## config.mk

```make
export PLATFORM = sky130hd
export DESIGN_NAME = hgp_front_flat
export DESIGN_NICKNAME = d
export VERILOG_FILES = /design/src/design/hgp_pkg.sv /design/src/design/hgp_if.sv /design/src/design/hgp_front.sv /design/src/flat_wrapper.sv
export SDC_FILE = /design/constraint.sdc
export NUM_CORES = 1
export LEC_CHECK = 0
export ABC_AREA = 0
export BUFFER_PORTS_ARGS = -buffer_cell sky130_fd_sc_hd__buf_2
export CAP_MARGIN = 20
export CORE_MARGIN = 1.5
export CORE_UTILIZATION = 42
export DETAILED_ROUTE_END_ITERATION = 6
export PLACE_DENSITY = 0.87
export SLEW_MARGIN = 20
export SYNTH_ARGS = -nofsm -noshare
export SYNTH_HDL_FRONTEND = slang
export SYNTH_SLANG_ARGS = --single-unit
```

## constraint.sdc

```tcl
create_clock -name clk -period 0.95 [get_ports clk]
set_clock_uncertainty 0.05 [all_clocks]
set_input_delay 0.0475 -clock clk [delete_from_list [all_inputs] [get_ports clk]]
set_output_delay 0.0475 -clock clk [all_outputs]
set_load 0.01 [all_outputs]
```

## src/design/hgp_pkg.sv

```systemverilog
// Package: shared constants, types and counter helper for the hybrid predictor.
`default_nettype none
package hgp_pkg;

    // Default index widths of the three counter tables.
    localparam int GSHARE_BITS_DEF  = 18;
    localparam int GSELECT_BITS_DEF = 18;
    localparam int META_BITS_DEF    = 18;

    localparam int PC_W = 32;

    // Bit masks for the gselect index: history on even bits, pc on odd bits.
    localparam logic [PC_W-1:0] EVEN_BITS = 32'h5555_5555;
    localparam logic [PC_W-1:0] ODD_BITS  = 32'hAAAA_AAAA;

    // Signed 2-bit counter limits: -2 and 1.
    localparam logic [1:0] CTR_MIN  = 2'b10;
    localparam logic [1:0] CTR_MAX  = 2'b01;
    localparam logic [1:0] CTR_ZERO = 2'b00;

    // Request kinds.
    localparam logic REQ_PREDICT = 1'b0;
    localparam logic REQ_UPDATE  = 1'b1;

    // Queue between front and back; depth must be a power of two.
    localparam int Q_DEPTH = 2;
    localparam int Q_PTR_W = 1;

    typedef struct packed {
        logic full;
        logic empty;
    } q_status_t;

    // Step a saturating signed 2-bit counter towards the given direction.
    function automatic logic [1:0] ctr_step(input logic [1:0] ctr, input logic up);
        logic [1:0] res;
        res = ctr;
        if (up) begin
            if (ctr != CTR_MAX) res = ctr + 2'd1;
        end else begin
            if (ctr != CTR_MIN) res = ctr - 2'd1;
        end
        return res;
    endfunction

endpackage
`default_nettype wire

```

## src/design/hgp_if.sv

```systemverilog
// Interfaces: request and response channels of the hybrid predictor.
`default_nettype none
interface hgp_req_if;
    logic        valid;
    logic        ready;
    logic        req_type;
    logic [31:0] pc;
    logic        is_conditional;
    logic        taken;

    modport source (output valid, output req_type, output pc, output is_conditional,
                    output taken, input ready);
    modport sink   (input valid, input req_type, input pc, input is_conditional,
                    input taken, output ready);
endinterface

`default_nettype wire

```

## src/design/hgp_front.sv

```systemverilog
// Front: accepts requests, keeps both history registers and forms table indices.
`default_nettype none
module hgp_front #(
    parameter int GSHARE_INDEX_BITS  = hgp_pkg::GSHARE_BITS_DEF,
    parameter int GSELECT_INDEX_BITS = hgp_pkg::GSELECT_BITS_DEF,
    parameter int META_INDEX_BITS    = hgp_pkg::META_BITS_DEF,
    parameter int HIST_BITS          = 18,
    parameter int ENTRY_W            = 57
) (
    input  wire logic                 clk,
    input  wire logic                 rst_n,
    hgp_req_if.sink                   req,
    input  wire logic                 clear_done,
    input  wire hgp_pkg::q_status_t   q_status,
    output logic                      push,
    output logic [ENTRY_W-1:0]        push_data
);
    import hgp_pkg::*;

    logic [HIST_BITS-1:0] fetch_hist_reg, fetch_hist_next;
    logic [HIST_BITS-1:0] retire_hist_reg, retire_hist_next;
    logic [HIST_BITS-1:0] hist_sel;
    logic [PC_W-1:0]      hist_wide;
    logic [PC_W-1:0]      gs_wide;
    logic [PC_W-1:0]      gl_wide;
    logic                 shift_bit;

    assign req.ready = clear_done && !q_status.full;
    assign push      = req.valid && req.ready;

    // Pick the history of the stage that the request belongs to.
    assign hist_sel  = (req.req_type == REQ_UPDATE) ? retire_hist_reg : fetch_hist_reg;
    assign hist_wide = {{(PC_W-HIST_BITS){1'b0}}, hist_sel};
    assign gs_wide   = hist_wide ^ req.pc;
    assign gl_wide   = (hist_wide & EVEN_BITS) | (req.pc & ODD_BITS);
    assign shift_bit = req.is_conditional ? req.taken : 1'b1;

    assign push_data = {req.req_type, req.is_conditional, req.taken,
                        req.pc[META_INDEX_BITS-1:0],
                        gs_wide[GSHARE_INDEX_BITS-1:0],
                        gl_wide[GSELECT_INDEX_BITS-1:0]};

    always_comb
    begin
        fetch_hist_next  = fetch_hist_reg;
        retire_hist_next = retire_hist_reg;
        if (push)
        begin
            if (req.req_type == REQ_UPDATE)
                retire_hist_next = {retire_hist_reg[HIST_BITS-2:0], shift_bit};
            else
                fetch_hist_next = {fetch_hist_reg[HIST_BITS-2:0], shift_bit};
        end
    end

    always_ff @(posedge clk or negedge rst_n)
    begin
        if (!rst_n)
        begin
            fetch_hist_reg  <= '0;
            retire_hist_reg <= '0;
        end
        else
        begin
            fetch_hist_reg  <= fetch_hist_next;
            retire_hist_reg <= retire_hist_next;
        end
    end

endmodule
`default_nettype wire

```

## src/flat_wrapper.sv

```systemverilog
// flat-port wrapper written by rule: the top's interface ports become plain ports
module hgp_front_flat import hgp_pkg::*;
#(
    parameter int GSHARE_INDEX_BITS  = hgp_pkg::GSHARE_BITS_DEF,
    parameter int GSELECT_INDEX_BITS = hgp_pkg::GSELECT_BITS_DEF,
    parameter int META_INDEX_BITS    = hgp_pkg::META_BITS_DEF,
    parameter int HIST_BITS          = 18,
    parameter int ENTRY_W            = 57
)
  (clk, rst_n, clear_done, q_status, push, push_data, req_valid, req_req_type, req_pc, req_is_conditional, req_taken, req_ready);
  hgp_req_if req_i ();
  input  wire logic clk;
  input  wire logic rst_n;
  input  wire logic clear_done;
  input  wire hgp_pkg::q_status_t q_status;
  output logic push;
  output logic [ENTRY_W-1:0] push_data;
  input wire logic [$bits(req_i.valid)-1:0] req_valid;
  input wire logic [$bits(req_i.req_type)-1:0] req_req_type;
  input wire logic [$bits(req_i.pc)-1:0] req_pc;
  input wire logic [$bits(req_i.is_conditional)-1:0] req_is_conditional;
  input wire logic [$bits(req_i.taken)-1:0] req_taken;
  output wire logic [$bits(req_i.ready)-1:0] req_ready;
  assign req_i.valid = req_valid;
  assign req_i.req_type = req_req_type;
  assign req_i.pc = req_pc;
  assign req_i.is_conditional = req_is_conditional;
  assign req_i.taken = req_taken;
  assign req_ready = req_i.ready;
  hgp_front #(.GSHARE_INDEX_BITS(GSHARE_INDEX_BITS), .GSELECT_INDEX_BITS(GSELECT_INDEX_BITS), .META_INDEX_BITS(META_INDEX_BITS), .HIST_BITS(HIST_BITS), .ENTRY_W(ENTRY_W)) u_core (.clk(clk), .rst_n(rst_n), .req(req_i), .clear_done(clear_done), .q_status(q_status), .push(push), .push_data(push_data));
endmodule
```

==> run_results.csv <==
group,metric,value,unit
run_status,status,"finished with violations",
run_status,violations,"setup timing",
synthesis,ys_warn_count,0,
pwr,powerDensity,1520,nW/um^2
hold_path,worstHoldPathCells,3,
final_layout,drive_gt1_share,78.52,%
final_layout,nNetsFinal,296,
floorplanning,floorplan.initialDensity,43.47,%
timing,worst_pin_slew,224.7,ps
synthesis,ys_ff_latch,36,
final_layout,synthToLayoutAreaGrowth,53.93,%
timing,setup_viol,44,
route,antenna_left,0,
cts,cts_buffers,5,
place,port_buffers,84,
global_route,antenna_found_initial,0,
floorplanning,design.portCount,100,
route,wl_per_cell,14.59,um
synthesis,netlist_area,2039,um^2
floorplanning,die_h,72.69,um
pwr,p_leak,1.672,nW
pwr,peakVddDrop,1.115,mV
cts,htreeDepth,2,
final_layout,num_antenna_cells,0,
final_layout,finish.utilization,66.91,%
floorplanning,die_w,72.69,um
hold_path,hold_class,"in2reg",
timing,period_share,145.0,%
route,via_per_inst,4.623,
worst_setup_path,startpoint_type,"flop",
synthesis,postSynthAreaPerCell,13.78,um^2
global_route,grt_overflow,0,
route,firstDrtPassIters,2,
route,vias,1433,
cts,ctsLongestPathBuffers,2,
worst_setup_path,cp_max_fo,3,
synthesis,synthCells,148,
route,wl,4.522,mm
run,maxCapViolCount,0,
synthesis,synth_top_area_share,44.17,%
place,dpl_worst_slack,-251.1,ps
route,drtIter0Drc,48,
synthesis,ys_seq_area_share,44.17,%
timing,period_needed,1377,ps
global_route,grt_max_degree,21,
synthesis,ys_top_cells_by_area,"dfrtp_1 44%, mux2_2 19%, buf_4 11%, mux2_4 8.1%, mux2i_1 4.4%",
pwr,clockPowerShare,23.5,%
final_layout,final_common_cell,"buf_2",
place,postPlaceCellArea,2555,um^2
pwr,intPower,3.425,mW
floorplanning,coreArea,4692,um^2
cts,cts_tree,"yes",
worst_setup_path,critPathRequiredTime,850,ps
timing,rsz0062_at_grt,"yes",
timing,drv_slew,0,
place,hpwl,2.759,mm
floorplanning,die-area,5283,um^2
timing,finalHoldViolations,0,
cts,clk_pin_slew_worst_paths,70,ps
pwr,pwr-share-seq,39.1,%
worst_setup_path,reg2reg_depth,3,
global_route,grt_first_pass_wirelength,6.927,mm
cts,worstSkewPairLatency,290,ps
pwr,switching_share,28.20,%
worst_setup_path,path_class,"reg2out",
cts,cts_root_buffer,"clkbuf_8",
worst_setup_path,cp-end-kind,"output port",
synthesis,ys_types,14,
timing,max-slew-margin-rel,84.72,%
floorplanning,std_cell_rows,25,
timing,max_freq,0.7262,GHz
place,routabilityCongestion,0.7336,
final_layout,final_cell_mix,"75 x buf_2, 44 x buf_6, 38 x mux2_4",
pwr,switchingPower,1.345,mW
cts,clkSinkCount,36,
worst_setup_path,worstPathArrival,1280,ps
final_layout,fin_area,3139,um^2
route,drcViolationCount,0,
timing,setup_ws,-427.0,ps
synthesis,yosys.area.top_type,"dfrtp_1",
pwr,p_comb_share,37.4,%
global_route,grt_usage,17.49,%
global_route,grt_pass1_vias,1442,
synthesis,syn_nets,189,
layout make-up:
type	instances	area, um^2
fill	350	1553
timing repair buffer	135	1044
multi-input combinational	77	1037
sequential	36	900.9
clock buffer	8	90.09
tap	54	67.56
through the flow:
stage                     power (mW)  cells  setup TNS [ps]  hold WS [ps]
after CTS                      4.526    304           -9297         66.07
final                          4.771    310          -10240         65.14
after global routing           5.026    310          -12010         75.69
after global placement         3.084    272           -7898        -144.0
after detailed placement       3.143    272           -9029        -136.7
after floorplan                2.639    148           -1552        -298.1
what timing repair did:
item	in CTS	in global routing
cloned	0	0
setup buffers	25	25
hold buffers	1	0
endpoints found under the setup margin	29	60
gates resized for setup	24	45
endpoints found under the hold margin	36	0
pin swaps	9	5
Yosys cell counts:
cell	number
dfrtp_1	36
mux2_2	34
buf_4	30
mux2_4	11
mux2i_1	9
xnor2_1	9
xor2_1	9
buf_6	4
and2_1	1
and2b_2	1
and4bb_2	1
buf_8	1
nand2b_1	1
nand4b_4	1
critical path, stage by stage, from the launching register on:
cell     delay [ps]
dfrtp_1         410
mux2_4          300
xor2_2          140
buf_2           130
power by group through the flow:
stage	Clock, mW	Sequential, mW	Combinational, mW
finish	1.12	1.86	1.78
floorplan	0	1.85	0.792
detailed placement	0	1.88	1.27
global placement	0	1.87	1.22
CTS	1.13	1.83	1.57
global route	1.23	1.88	1.91
worst paths after layout:
kind                                              endpoint  slack, ps                  startpoint
worst max register to register    u_core.fetch_hist_reg[5]       -110    u_core.fetch_hist_reg[4]
worst min register to register  u_core.retire_hist_reg[17]        470  u_core.retire_hist_reg[17]
min in group asynchronous        u_core.retire_hist_reg[1]         90                       rst_n
max in group asynchronous        u_core.retire_hist_reg[9]        380                       rst_n
worst max-delay path                         push_data[24]       -430    u_core.fetch_hist_reg[6]
worst min-delay path             u_core.retire_hist_reg[0]         70          req_is_conditional
cell families after synthesis:
family,count (synthesis),synth area share (%)
multiplexers,54,31.29
flip-flops,36,44.17
buffers and inverters,35,13.99
XOR/XNOR,18,7.730
AND/OR/NAND/NOR,5,2.822
metal layers:
layer / vias to the layer above / part of all wire [%] / track usage [%]
li1: 675 / - / -
met1: 702 / 40 / 20.52
met2: 49 / 53 / 30.58
met3: 7 / 4.6 / 3.591
met4: 0 / 1.8 / 8.176
met5: - / 0 / 0
Note: power is estimated with default switching activity, not from simulation.
