==> src/design/hgp_pkg.sv <==
// Package: shared constants, types and counter helper for the hybrid predictor.
`default_nettype none
package hgp_pkg;

    // Default index widths of the three counter tables.
    localparam int GSHARE_BITS_DEF  = 18;
    localparam int GSELECT_BITS_DEF = 18;
    localparam int META_BITS_DEF    = 18;

    localparam int PC_W = 32;

    // Bit masks for the gselect index: history on even bits, pc on odd bits.
    localparam logic [PC_W-1:0] EVEN_BITS = 32'h5555_5555;
    localparam logic [PC_W-1:0] ODD_BITS  = 32'hAAAA_AAAA;

    // Signed 2-bit counter limits: -2 and 1.
    localparam logic [1:0] CTR_MIN  = 2'b10;
    localparam logic [1:0] CTR_MAX  = 2'b01;
    localparam logic [1:0] CTR_ZERO = 2'b00;

    // Request kinds.
    localparam logic REQ_PREDICT = 1'b0;
    localparam logic REQ_UPDATE  = 1'b1;

    // Queue between front and back; depth must be a power of two.
    localparam int Q_DEPTH = 2;
    localparam int Q_PTR_W = 1;

    typedef struct packed {
        logic full;
        logic empty;
    } q_status_t;

    // Step a saturating signed 2-bit counter towards the given direction.
    function automatic logic [1:0] ctr_step(input logic [1:0] ctr, input logic up);
        logic [1:0] res;
        res = ctr;
        if (up) begin
            if (ctr != CTR_MAX) res = ctr + 2'd1;
        end else begin
            if (ctr != CTR_MIN) res = ctr - 2'd1;
        end
        return res;
    endfunction

endpackage
`default_nettype wire

==> src/design/hgp_queue.sv <==
// Queue: short first-in first-out buffer between front and back.
`default_nettype none
module hgp_queue #(
    parameter int ENTRY_W = 57
) (
    input  wire logic                 clk,
    input  wire logic                 rst_n,
    input  wire logic                 push,
    input  wire logic [ENTRY_W-1:0]   push_data,
    input  wire logic                 pop,
    output logic [ENTRY_W-1:0]        pop_data,
    output hgp_pkg::q_status_t        status
);
    import hgp_pkg::*;

    logic [ENTRY_W-1:0] slot_reg [Q_DEPTH];
    logic [Q_PTR_W-1:0] wr_ptr_reg, wr_ptr_next;
    logic [Q_PTR_W-1:0] rd_ptr_reg, rd_ptr_next;
    logic [Q_PTR_W:0]   count_reg, count_next;

    assign status.full  = (count_reg == (Q_PTR_W+1)'(Q_DEPTH));
    assign status.empty = (count_reg == '0);
    assign pop_data     = slot_reg[rd_ptr_reg];

    // Pointers wrap naturally since the depth is a power of two.
    always_comb
    begin
        wr_ptr_next = push ? wr_ptr_reg + 1'b1 : wr_ptr_reg;
        rd_ptr_next = pop  ? rd_ptr_reg + 1'b1 : rd_ptr_reg;
        count_next  = count_reg;
        if (push && !pop)
            count_next = count_reg + 1'b1;
        else if (pop && !push)
            count_next = count_reg - 1'b1;
    end

    always_ff @(posedge clk or negedge rst_n)
    begin
        if (!rst_n)
        begin
            wr_ptr_reg <= '0;
            rd_ptr_reg <= '0;
            count_reg  <= '0;
        end
        else
        begin
            wr_ptr_reg <= wr_ptr_next;
            rd_ptr_reg <= rd_ptr_next;
            count_reg  <= count_next;
        end
    end

    always_ff @(posedge clk)
    begin
        if (push)
            slot_reg[wr_ptr_reg] <= push_data;
    end

    a_no_push_full: assert property (@(posedge clk) disable iff (!rst_n)
        push |-> !status.full)
        else $error("push into full queue");
    a_no_pop_empty: assert property (@(posedge clk) disable iff (!rst_n)
        pop |-> !status.empty)
        else $error("pop from empty queue");
    a_count_bound: assert property (@(posedge clk) disable iff (!rst_n)
        count_reg <= (Q_PTR_W+1)'(Q_DEPTH))
        else $error("queue count beyond depth");

endmodule
`default_nettype wire

==> config.mk <==
export PLATFORM = sky130hd
export DESIGN_NAME = hgp_queue
export DESIGN_NICKNAME = d
export VERILOG_FILES = /design/src/design/hgp_pkg.sv /design/src/design/hgp_queue.sv
export SDC_FILE = /design/constraint.sdc
export NUM_CORES = 1
export LEC_CHECK = 0
export BUFFER_PORTS_ARGS = -buffer_cell sky130_fd_sc_hd__buf_2
export CAP_MARGIN = 25
export CORE_ASPECT_RATIO = 0.5
export CORE_MARGIN = 5
export CORE_UTILIZATION = 47
export CTS_CLUSTER_SIZE = 14
export DETAILED_ROUTE_END_ITERATION = 7
export GPL_TIMING_DRIVEN = 0
export PLACE_DENSITY = 0.85
export SLEW_MARGIN = 30
export SYNTH_ARGS = -nofsm -noshare
export SYNTH_HDL_FRONTEND = slang
export SYNTH_SLANG_ARGS = --single-unit
==> constraint.sdc <==
create_clock -name clk -period 3.5 [get_ports clk]
set_input_delay 0.175 -clock clk [delete_from_list [all_inputs] [get_ports clk]]
set_output_delay 0.175 -clock clk [all_outputs]
set_load 0.05 [all_outputs]
==> report_table.html <==
<table>
<tr><th>Metric</th><th>Value</th></tr>
<tr><th colspan="2">Cells and area</th></tr>
<tr><td>Filler instances</td><td>563</td></tr>
<tr><td>Largest register FFs</td><td>114</td></tr>
<tr><td>Number of antenna cells inserted</td><td>0</td></tr>
<tr><td>Final standard cell area without fillers</td><td>6297 sq um</td></tr>
<tr><td>Number of nets in the layout</td><td>455</td></tr>
<tr><td>Utilization after layout</td><td>70.85%</td></tr>
<tr><td>Layout Area Growth over Synthesis</td><td>43.92%</td></tr>
<tr><td>Layout cell share with drive strength beyond 1</td><td>51.49%</td></tr>
<tr><th colspan="2">Placed design</th></tr>
<tr><td>Post-Place Cell Area</td><td>5202 sq um</td></tr>
<tr><td>HPWL after DPL</td><td>5.834 mm</td></tr>
<tr><td>Routability Congestion</td><td>0.6817</td></tr>
<tr><td>Port Buffers</td><td>119</td></tr>
<tr><th colspan="2">Die</th></tr>
<tr><td>Standard-cell rows</td><td>24</td></tr>
<tr><td>Die Outline Area</td><td>11460 sq um</td></tr>
<tr><td>Core Region</td><td>8889 sq um</td></tr>
<tr><td>Initial cell density of the core</td><td>49.23%</td></tr>
<tr><td>Boundary pin count</td><td>120</td></tr>
<tr><td>Die Height</td><td>78.23 um</td></tr>
<tr><td>Die X-Extent</td><td>146.5 um</td></tr>
<tr><th colspan="2">GRT</th></tr>
<tr><td>Overflow left after global routing</td><td>0</td></tr>
<tr><td>Global router's overall resource usage</td><td>16.54%</td></tr>
<tr><td>Antenna violations before repair</td><td>0</td></tr>
<tr><td>First-pass GRT wire length</td><td>14.23 mm</td></tr>
<tr><td>Largest net degree at the start of global routing</td><td>31</td></tr>
<tr><td>Number of global-route vias before repair</td><td>2765</td></tr>
<tr><th colspan="2">Setup path</th></tr>
<tr><td>Worst EP required</td><td>3320 ps</td></tr>
<tr><td>Max incr delay on CP</td><td>420 ps</td></tr>
<tr><td>Critical path type</td><td>flip-flop to output pin</td></tr>
<tr><td>Setup crit end kind</td><td>output pin</td></tr>
<tr><td>Critical path cell sequence</td><td>buf_6 -&gt; buf_6 -&gt; mux2_4 -&gt; buf_2</td></tr>
<tr><td>Library cell appearing most often on the critical path</td><td>sky130_fd_sc_hd__buf_6</td></tr>
<tr><td>Cell with the biggest individual delay on the critical path</td><td>sky130_fd_sc_hd__dfrtp_1</td></tr>
<tr><td>Crit Path Max Fanout</td><td>10</td></tr>
<tr><td>Startpoint Class</td><td>flip-flop</td></tr>
<tr><td>Cell type group with the largest total delay on the critical path</td><td>buffers and inverters</td></tr>
<tr><td>Critical path data arrival time</td><td>1740 ps</td></tr>
<tr><td>Buffers &amp; Inverters on Critical Path</td><td>3</td></tr>
<tr><th colspan="2">Clocking</th></tr>
<tr><td>Maximum level of the CTS H-tree</td><td>4</td></tr>
<tr><td>Sink Count</td><td>118</td></tr>
<tr><td>Max Buffers Root-to-Sink</td><td>2</td></tr>
<tr><td>CTS Buf Count</td><td>17</td></tr>
<tr><td>Hold Buf Count CTS</td><td>59</td></tr>
<tr><td>CTS tree</td><td>yes</td></tr>
<tr><td>Clock edge transition at the registers on the reported setup and hold paths</td><td>50 ps</td></tr>
<tr><td>Clk root buf</td><td>sky130_fd_sc_hd__clkbuf_16</td></tr>
<tr><td>PostCTS Resize Cnt</td><td>0</td></tr>
<tr><td>Clock latency on the worst-skew pair</td><td>390 ps</td></tr>
<tr><td>Post-CTS repair timing setup buffer count</td><td>0</td></tr>
<tr><th colspan="2">Power and ir drop</th></tr>
<tr><td>Static leakage</td><td>2.504 nW</td></tr>
<tr><td>VDD IR max</td><td>563.9 uV</td></tr>
<tr><td>P per Cell Area</td><td>916.1 nW/um^2</td></tr>
<tr><th colspan="2">Route</th></tr>
<tr><td>Number of DRC violations after detailed-routing iteration 0</td><td>91</td></tr>
<tr><td>DRT Wirelength</td><td>9.215 mm</td></tr>
<tr><td>Via count</td><td>2472</td></tr>
<tr><td>Number of vias per cell after detailed routing</td><td>4.745</td></tr>
<tr><td>Number of design rule violations left after detail routing</td><td>0</td></tr>
<tr><td>Detailed-route wire length per cell</td><td>17.69 um</td></tr>
<tr><td>TritonRoute pass-1 iters</td><td>4</td></tr>
<tr><td>Number of routed nets with antenna violations</td><td>0</td></tr>
<tr><th colspan="2">Timing</th></tr>
<tr><td>Highest clock frequency the design can meet</td><td>522.6 MHz</td></tr>
<tr><td>Pins Over Slew Limit</td><td>0</td></tr>
<tr><td>Final worst path period need</td><td>1913 ps</td></tr>
<tr><td>Final number of setup-violating endpoints</td><td>0</td></tr>
<tr><td>Final period util</td><td>54.67%</td></tr>
<tr><td>Post-Route Skew</td><td>4.370 ps</td></tr>
<tr><td>Max transition margin</td><td>72.29%</td></tr>
<tr><td>RSZ-0062 raised after global routing</td><td>false</td></tr>
<tr><td>Final Hold Fails</td><td>0</td></tr>
<tr><td>Slew at the pin closest to its max-slew limit</td><td>415.6 ps</td></tr>
<tr><th colspan="2">Synth</th></tr>
<tr><td>Net Count, Synth</td><td>255</td></tr>
<tr><td>Share of flip-flops with an asynchronous set or reset after synthesis</td><td>3.390%</td></tr>
<tr><td>Number of synthesized register bits</td><td>118</td></tr>
<tr><td>Most frequent cells after synthesis</td><td>sky130_fd_sc_hd__edfxtp_1, sky130_fd_sc_hd__mux2_2, sky130_fd_sc_hd__mux2_4, sky130_fd_sc_hd__dfrtp_1, sky130_fd_sc_hd__xor2_1</td></tr>
<tr><td>Number of distinct library cells after synthesis</td><td>13</td></tr>
<tr><td>Most common flop cell mapped by yosys</td><td>sky130_fd_sc_hd__edfxtp_1</td></tr>
<tr><td>Most instantiated library cell after synthesis</td><td>sky130_fd_sc_hd__edfxtp_1</td></tr>
<tr><td>Post-synthesis area per instance</td><td>22.67 sq um</td></tr>
<tr><td>Cells taking the most area after synthesis</td><td>sky130_fd_sc_hd__edfxtp_1, sky130_fd_sc_hd__mux2_2, sky130_fd_sc_hd__mux2_4</td></tr>
<tr><td>Combined area of all synthesized cells</td><td>4375 sq um</td></tr>
<tr><td>Sequential share of the synthesized area</td><td>80.53%</td></tr>
<tr><td>Number of enable flip-flop cells after synthesis</td><td>114</td></tr>
<tr><td>Area leader, netlist</td><td>sky130_fd_sc_hd__edfxtp_1</td></tr>
<tr><td>Area share of the largest cell type after synthesis</td><td>78.24%</td></tr>
<tr><td>Yosys warns</td><td>0</td></tr>
<tr><td>Cell count after synthesis</td><td>193</td></tr>
<tr><th colspan="2">Min path</th></tr>
<tr><td>Tightest Hold Check Type</td><td>input pin to flip-flop</td></tr>
<tr><th colspan="2">Status</th></tr>
<tr><td>Result of the run</td><td>finished, final reports clean</td></tr>
<tr><th colspan="2">Run</th></tr>
<tr><td>Max-cap violations</td><td>0</td></tr>
</table>
-- cell type report --
| class | count | area, sq um | share of cell area [%] |
|---|---|---|---|
| repair buffers | 181 | 1261 | 20.03 |
| inverters | 1 | 3.754 | 0.05961 |
| clock inverters | 8 | 60.06 | 0.9537 |
| clock buffers | 22 | 444.2 | 7.053 |
| flip-flops and latches | 118 | 3523 | 55.95 |
| multi-input cells | 68 | 809.5 | 12.86 |
| well taps | 117 | 146.4 | 2.325 |
| plain buffers | 6 | 48.80 | 0.7749 |
-- path summary, 6_finish.rpt --
kind / startpoint / end / slack [ps] / cells after the start
setup / recovery: rd_ptr_reg / pop_data[10] / 1590 / 4
hold / removal: push / wr_ptr_reg / 40 / 2
setup reg to reg: wr_ptr_reg / slot_reg[1][17] / 2040 / 2
hold reg to reg: count_reg[1] / count_reg[1] / 490 / 1
max in group asynchronous: rst_n / wr_ptr_reg / 3270 / 2
min in group asynchronous: rst_n / rd_ptr_reg / 110 / 2
-- where the power goes --
group          switching [W]  total, W  internal [W]
registers          0.0000923   0.00197       0.00188
clock network       0.000531   0.00148      0.000950
logic                0.00158   0.00232      0.000732
total                0.00221   0.00577       0.00356
-- per-layer routing --
| metal | global-route usage (%) | wire [um] | vias up |
|---|---|---|---|
| met2 | 31.54 | 5282 | 54 |
| li1 | - | - | 1166 |
| met1 | 16.90 | 3433 | 1232 |
| met3 | 5.178 | 304 | 20 |
| met4 | 7.411 | 195 | 0 |
| met5 | 0 | 0 | - |
-- per-stage QoR --
stage	hold slack, ps	total power, W	TNS (ps)	std cells	setup WS, ps
global route	29.24	0.005984	0	521	1506
detailed placement	-17.00	0.004270	0	432	1982
CTS	21.02	0.005814	0	521	1550
floorplan	-120.6	0.003757	0	193	81.38
finish	35.76	0.005769	0	521	1587
global placement	-20.81	0.004167	-50660	429	-892.0
-- layout by cell type (no fill, tap or decap) --
cell / instances
sky130_fd_sc_hd__and2_4: 1
sky130_fd_sc_hd__buf_12: 1
sky130_fd_sc_hd__buf_16: 2
sky130_fd_sc_hd__buf_2: 122
sky130_fd_sc_hd__buf_6: 3
sky130_fd_sc_hd__bufinv_16: 1
sky130_fd_sc_hd__clkbuf_1: 5
sky130_fd_sc_hd__clkbuf_16: 17
sky130_fd_sc_hd__clkinv_1: 4
sky130_fd_sc_hd__clkinv_2: 3
sky130_fd_sc_hd__dfrtp_1: 4
sky130_fd_sc_hd__dlygate4sd3_1: 59
sky130_fd_sc_hd__edfxtp_1: 114
sky130_fd_sc_hd__ha_1: 1
sky130_fd_sc_hd__inv_1: 1
sky130_fd_sc_hd__mux2_2: 37
sky130_fd_sc_hd__mux2_4: 20
sky130_fd_sc_hd__nor2_1: 2
sky130_fd_sc_hd__nor2b_1: 1
sky130_fd_sc_hd__nor2b_4: 1
sky130_fd_sc_hd__xnor2_1: 1
sky130_fd_sc_hd__xor2_1: 4
-- kinds of logic after synthesis --
kind of cell               Yosys count  synth area share, %
xor gates and xnor gates             5                1.001
adders and majority gates            1               0.2859
buffers and inverters                7                1.201
DFF                                118                80.53
muxes                               57                16.39
and+or+nand+nor                      5               0.6006
-- worst register-to-register path, cell delays in order (launching register included) --
cell and delay (ps):
sky130_fd_sc_hd__dfrtp_1 430, sky130_fd_sc_hd__and2_4 440, sky130_fd_sc_hd__buf_12 260
No activity file was read; power rests on OpenSTA's default activity.
